$ cat config.mk
export PLATFORM = sky130hd
export DESIGN_NAME = bsk_ctrl
export DESIGN_NICKNAME = d
export VERILOG_FILES = /design/src/hdl/bsk_pkg.sv /design/src/hdl/bsk_ctrl.sv
export SDC_FILE = /design/constraint.sdc
export NUM_CORES = 1
export LEC_CHECK = 0
export BUFFER_PORTS_ARGS = -buffer_cell sky130_fd_sc_hd__buf_2
export CAP_MARGIN = 20
export CORE_MARGIN = 1
export CORE_UTILIZATION = 55
export CTS_BUF_LIST = sky130_fd_sc_hd__clkbuf_4
export DETAILED_ROUTE_END_ITERATION = 7
export HOLD_SLACK_MARGIN = 0.02
export PLACE_DENSITY = 0.79
export REMOVE_ABC_BUFFERS = 1
export SYNTH_ARGS = -nofsm -noshare
export SYNTH_HDL_FRONTEND = slang
export SYNTH_SLANG_ARGS = --single-unit
$ cat constraint.sdc
create_clock -name clk -period 2.9 [get_ports clk]
set_input_delay 0.29 -clock clk [delete_from_list [all_inputs] [get_ports clk]]
set_output_delay 0.29 -clock clk [all_outputs]
set_load 0.05 [all_outputs]
$ cat src/hdl/bsk_pkg.sv
// bsk_pkg: shared constants, write-select codes and command/status types
// for the bitonic key/value sorter. No dependencies.
package bsk_pkg;

    // default sizing of the sorter
    localparam int MAX_ITEMS_DEF = 64;
    localparam int KEY_BITS_DEF  = 64;

    // port widths fixed by the interface
    localparam int KEY_W     = 64;
    localparam int PAYLOAD_W = 32;
    localparam int LOG_W     = 3;

    // widest store address for the supported range of MAX_ITEMS
    localparam int ADDR_W_MAX = 6;

    // batch size register after reset
    localparam logic [LOG_W-1:0] LENGTH_LOG2_RST = 3'd6;

    // write data select codes
    localparam logic [1:0] WR_SEL_INPUT  = 2'd0;
    localparam logic [1:0] WR_SEL_B_TO_A = 2'd1;
    localparam logic [1:0] WR_SEL_A_TO_B = 2'd2;

    // controller to datapath commands
    typedef struct packed {
        logic                  wr_en;
        logic [1:0]            wr_sel;
        logic [ADDR_W_MAX-1:0] wr_addr;
        logic                  rd_en;
        logic [ADDR_W_MAX-1:0] rd_addr_a;
        logic [ADDR_W_MAX-1:0] rd_addr_b;
        logic                  ascending;
    } bsk_cmd_t;

    // datapath to controller status
    typedef struct packed {
        logic swap;
    } bsk_status_t;

endpackage

$ cat src/hdl/bsk_ctrl.sv
// bsk_ctrl: load / sort / drain sequencer for the bitonic sorter.
// Depends on bsk_pkg.
module bsk_ctrl #(
    parameter int MAX_ITEMS = bsk_pkg::MAX_ITEMS_DEF
) (
    input  logic                      clk,
    input  logic                      rst_n,
    input  logic                      start,
    input  logic                      cfg_we,
    input  logic [bsk_pkg::LOG_W-1:0] cfg_data,
    input  bsk_pkg::bsk_status_t      status,
    output bsk_pkg::bsk_cmd_t         cmd,
    output logic                      busy,
    output logic                      res_valid,
    output logic                      res_last
);
    import bsk_pkg::*;

    localparam int AW       = $clog2(MAX_ITEMS);
    localparam int CAP_LOG2 = $clog2(MAX_ITEMS + 1) - 1;
    localparam logic [LOG_W-1:0] CAP = LOG_W'(CAP_LOG2);

    localparam logic [2:0] S_LOAD = 3'd0;
    localparam logic [2:0] S_RD   = 3'd1;
    localparam logic [2:0] S_CMP  = 3'd2;
    localparam logic [2:0] S_WB   = 3'd3;
    localparam logic [2:0] S_OUT  = 3'd4;

    logic [2:0]       state_reg,  state_next;
    logic [LOG_W-1:0] len_reg,    len_next;
    logic [AW-1:0]    fill_reg,   fill_next;
    logic [LOG_W-1:0] stage_reg,  stage_next;
    logic [LOG_W-1:0] inc_reg,    inc_next;
    logic [AW-1:0]    pair_reg,   pair_next;
    logic [AW-1:0]    out_reg,    out_next;
    logic             valid_reg,  valid_next;
    logic             last_reg,   last_next;

    logic [LOG_W-1:0] nlog;
    logic [AW:0]      n;
    logic [AW-1:0]    lo_mask;
    logic [AW-1:0]    idx_a;
    logic [AW-1:0]    idx_b;
    logic [AW-1:0]    dir_bits;
    logic             pair_last;
    logic             out_last;
    logic             load_last;

    // effective batch size, saturated to the store
    assign nlog = (len_reg > CAP) ? CAP : len_reg;
    assign n    = (AW + 1)'(1) << nlog;

    // pair index: insert a zero at bit inc of the pair counter
    assign lo_mask   = (AW'(1) << inc_reg) - AW'(1);
    assign idx_a     = ((pair_reg & ~lo_mask) << 1) | (pair_reg & lo_mask);
    assign idx_b     = idx_a | (AW'(1) << inc_reg);
    assign dir_bits  = idx_a >> (stage_reg + LOG_W'(1));
    assign pair_last = (pair_reg == AW'((n >> 1) - (AW + 1)'(1)));
    assign out_last  = ((AW + 1)'(out_reg) == n - (AW + 1)'(1));
    assign load_last = ((AW + 1)'(fill_reg) + (AW + 1)'(1) == n);

    // next state and commands
    always_comb
    begin
        state_next = state_reg;
        len_next   = len_reg;
        fill_next  = fill_reg;
        stage_next = stage_reg;
        inc_next   = inc_reg;
        pair_next  = pair_reg;
        out_next   = out_reg;
        valid_next = 1'b0;
        last_next  = 1'b0;

        cmd           = '0;
        cmd.wr_sel    = WR_SEL_INPUT;
        cmd.ascending = (dir_bits[0] == 1'b0);
        cmd.rd_addr_a = ADDR_W_MAX'(idx_a);
        cmd.rd_addr_b = ADDR_W_MAX'(idx_b);

        case (state_reg)
            S_LOAD:
            begin
                if (start && !cfg_we)
                begin
                    cmd.wr_en   = 1'b1;
                    cmd.wr_sel  = WR_SEL_INPUT;
                    cmd.wr_addr = ADDR_W_MAX'(fill_reg);
                    if (load_last)
                    begin
                        fill_next  = '0;
                        stage_next = '0;
                        inc_next   = '0;
                        pair_next  = '0;
                        out_next   = '0;
                        state_next = (nlog == '0) ? S_OUT : S_RD;
                    end
                    else
                    begin
                        fill_next = fill_reg + AW'(1);
                    end
                end
            end
            S_RD:
            begin
                cmd.rd_en  = 1'b1;
                state_next = S_CMP;
            end
            S_CMP:
            begin
                // lower slot takes the upper entry
                cmd.wr_en   = status.swap;
                cmd.wr_sel  = WR_SEL_B_TO_A;
                cmd.wr_addr = ADDR_W_MAX'(idx_a);
                state_next  = S_WB;
            end
            S_WB:
            begin
                // upper slot takes the lower entry, then step the network
                cmd.wr_en   = status.swap;
                cmd.wr_sel  = WR_SEL_A_TO_B;
                cmd.wr_addr = ADDR_W_MAX'(idx_b);
                state_next  = S_RD;
                if (pair_last)
                begin
                    pair_next = '0;
                    if (inc_reg == '0)
                    begin
                        if (stage_reg == nlog - LOG_W'(1))
                        begin
                            out_next   = '0;
                            state_next = S_OUT;
                        end
                        else
                        begin
                            stage_next = stage_reg + LOG_W'(1);
                            inc_next   = stage_reg + LOG_W'(1);
                        end
                    end
                    else
                    begin
                        inc_next = inc_reg - LOG_W'(1);
                    end
                end
                else
                begin
                    pair_next = pair_reg + AW'(1);
                end
            end
            S_OUT:
            begin
                cmd.rd_en     = 1'b1;
                cmd.rd_addr_a = ADDR_W_MAX'(out_reg);
                valid_next    = 1'b1;
                last_next     = out_last;
                if (out_last)
                begin
                    state_next = S_LOAD;
                end
                else
                begin
                    out_next = out_reg + AW'(1);
                end
            end
            default:
            begin
                state_next = S_LOAD;
            end
        endcase

        // register write drops a partial batch
        if (cfg_we)
        begin
            len_next  = cfg_data;
            fill_next = '0;
        end
    end

    // control registers
    always_ff @(posedge clk or negedge rst_n)
    begin
        if (!rst_n)
        begin
            state_reg <= S_LOAD;
            len_reg   <= LENGTH_LOG2_RST;
            fill_reg  <= '0;
            stage_reg <= '0;
            inc_reg   <= '0;
            pair_reg  <= '0;
            out_reg   <= '0;
            valid_reg <= 1'b0;
            last_reg  <= 1'b0;
        end
        else
        begin
            state_reg <= state_next;
            len_reg   <= len_next;
            fill_reg  <= fill_next;
            stage_reg <= stage_next;
            inc_reg   <= inc_next;
            pair_reg  <= pair_next;
            out_reg   <= out_next;
            valid_reg <= valid_next;
            last_reg  <= last_next;
        end
    end

    assign busy      = (state_reg != S_LOAD);
    assign res_valid = valid_reg;
    assign res_last  = last_reg;

endmodule

==> results_dict.tcl <==
set metrics [dict create \
    slowest_delay_ps 460 \
    vias 3032 \
    ys_types 69 \
    clockBufferDepth 2 \
    synth_top_cell_area_share_pct 25.38 \
    clk_pin_slew_ps 120 \
    cts_tree "done" \
    p_int_mw 1.824 \
    period_share_pct 100.7 \
    antenna_found_initial 0 \
    wl_per_cell_um 17.05 \
    synth-warning-count 0 \
    slew_headroom_pct 49.52 \
    dp_hpwl_um 6160 \
    p_per_area_nw_per_um2 1162 \
    grt_pass1_wl_um 12970 \
    port_buffers 33 \
    hold-worst-slack_ps 139.2 \
    required_ps 2610 \
    placed_cell_area_um2 3354 \
    syn_area_per_cell_um2 8.082 \
    drtIter0Drc 319 \
    drc_errors 0 \
    max_freq_mhz 342.3 \
    p_leak_nw 1.687 \
    routed_wl_um 8476 \
    syn_inst 366 \
    start_util_pct 57.55 \
    tns_ps -21.08 \
    synth_edf_count 0 \
    globalplace.congestion 0.9143 \
    clock_power_share_pct 8.5 \
    setup_ws_ps -21.08 \
    hold_viol_final 0 \
    clockRootBuffer "clkbuf_4" \
    grt.total_usage_pct 30.58 \
    io-pin-count 34 \
    synthesis.area_um2 2958 \
    core_region_area_um2 5140 \
    nets 450 \
    min_period_ps 2921 \
    synth-seq-cells 32 \
    cts_buffers 5 \
    synthArstFlopShare_pct 100.0 \
    cp.arrival_ps 2630 \
    diodes 0 \
    drv_cap 0 \
    outcome "complete, but fails checks" \
    std_cell_rows 26 \
    vias_per_cell 6.101 \
    yosys.area.top_type "dfrtp_1" \
    worstPathMaxFanout 4 \
    grt_max_degree 33 \
    synth_seq_area_share_pct 27.16 \
    crit_chain "inv_2, ha_4, nor2b_4, inv_2, ha_4, nor2b_1, a21oi_1, mux4_2, o21a_1, buf_6" \
    combPwrFrac_pct 72.8 \
    slew_viol_final 0 \
    rsz0062_at_grt "true" \
    netSwitchingFraction_pct 56.86 \
    setup_viol 1 \
    worst_setup_path_start_kind "flip-flop" \
    die_width_um 75.34 \
    design_area_um2 3638 \
    drive_gt1_share_pct 27.17 \
    dr.pass1.iters 5 \
    power.share.sequential_pct 18.6 \
    clkLatencyLatePin_ps 360 \
    clock-sinks 32 \
    grt_pass1_vias 2627 \
    worst_clock_skew_ps 14.90 \
    path_class "flip-flop to primary output" \
    multi_input_area_um2 2110 \
    endpoint_kind "primary output" \
    slowest_stage "a21oi_1" \
    dieArea_um2 5675 \
    switchingPower_mw 2.404 \
    syn2layout_area_growth_pct 23.01 \
    worst_pin_slew_ps 757.2 \
    cts-htree-levels 2 \
    min_path_type "primary input to flip-flop" \
    synth_area_leaders "dfrtp_1 25%, ha_1 6.8%, nand2_1 5.7%" \
    detail-route-antenna-nets 0 \
    vdd_drop_max_v 0.0006572 \
    place_ws_ps -31.66 \
    die_y_um 75.34 \
    fillers 439 \
    ys.flop_type "dfrtp_1" \
    violations "negative setup slack" \
    overflow 0 \
    regArea_um2 803.3 \
]
## kinds of logic (layout without fill, tap and decap cells)
group / after synthesis / after routing / share of synthesized area, %
AO/OA/AOI/OAI: 112 / 112 / 25.93
XOR/XNOR: 24 / 24 / 7.572
multiplexers: 4 / 4 / 1.819
flip-flops: 32 / 32 / 27.16
AND/OR/NAND/NOR: 137 / 137 / 24.83
adder cells (fa/ha/maj): 16 / 16 / 6.768
buffers and inverters: 41 / 102 / 5.922
## power groups by stage
stage / clock network, mW / logic, mW / registers (mW)
finish: 0.361 / 3.08 / 0.787
floorplan: 0 / 2.01 / 0.759
detailed placement: 0 / 2.79 / 0.778
CTS: 0.370 / 2.92 / 0.771
global placement: 0 / 2.76 / 0.772
global route: 0.383 / 3.27 / 0.803
## area by class of cell
type / count / area share [%]
Clock inverter: 3 / 1.169
Multi-Input combinational cell: 293 / 57.98
Tap cell: 70 / 2.407
Clock buffer: 5 / 1.032
Sequential cell: 32 / 22.08
Inverter: 23 / 2.373
Timing Repair Buffer: 71 / 12.96
## Yosys cell counts (all sizes together) (4+ instances only)
master	number
nor2	23
dfrtp	30
xnor2	19
inv	22
a22oi	4
clkbuf	8
or3	4
a21oi	26
o21ai	25
ha	16
and3	6
nand2	45
buf	10
a21o	6
nand3	18
nor2b	4
o211a	4
nor4b	4
a31oi	14
nor3	6
xor2	4
nand2b	9
a41oi	4
a22o	4
## final timing paths
kind,from,to,slack (ps),cells after the start
max,inc_reg[0],cmd[0],-20,10
min,cfg_data[0],len_reg[0],140,3
max reg2reg,len_reg[1],out_reg[4],50,10
min reg2reg,fill_reg[5],fill_reg[5],580,2
max in group asynchronous,rst_n,stage_reg[2],1880,2
min in group asynchronous,rst_n,fill_reg[0],530,2
## through the flow
step / std cells / total power [mW] / util, %
final: 497 / 4.227 / 70.79
after global routing: 497 / 4.458 / 70.79
after CTS: 496 / 4.062 / 69.04
after detailed placement: 482 / 3.573 / 65.26
after global placement: 482 / 3.536 / 65.26
after floorplan: 348 / 2.768 / -
## worst max-delay path, delay by kind of cell (launching register included)
kind,cells,cell delay [ps]
mux,1,360
fa+ha+maj,2,400
simple gates,2,190
buf+inv,3,330
compound gates,2,590
flops,1,420
## layout by cell type (no fill, tap or decap), types with 4 or more instances in the layout
cell,instances
nand3_1,18
a21oi_1,25
o21ai_0,21
inv_2,4
a31oi_1,14
a22o_1,4
and3_1,6
nand2_1,44
buf_4,36
buf_2,30
nand2b_1,9
xnor2_1,16
a41oi_1,4
dfrtp_1,30
a22oi_1,4
inv_1,18
ha_1,11
xor2_1,4
a21o_1,6
nor2_1,22
clkbuf_4,6
## metal layers
| metal | track usage, % | vias up | wire length [µm] |
|---|---|---|---|
| met1 | 41.83 | 1412 | 3589 |
| li1 | - | 1448 | - |
| met4 | 8.230 | 0 | 99 |
| met2 | 51.29 | 157 | 4143 |
| met3 | 3.836 | 15 | 644 |
| met5 | 0 | - | 0 |
## what timing repair did
| item | 4_1_cts | 5_1_grt |
|---|---|---|
| setup endpoints to repair | 14 | 21 |
| setup buffers | 5 | 1 |
| pin swaps | 4 | 3 |
| hold buffers | 1 | 0 |
| resized for setup | 19 | 16 |
| hold endpoints to repair | 22 | 0 |
Note: power is estimated with default switching activity, not from simulation.
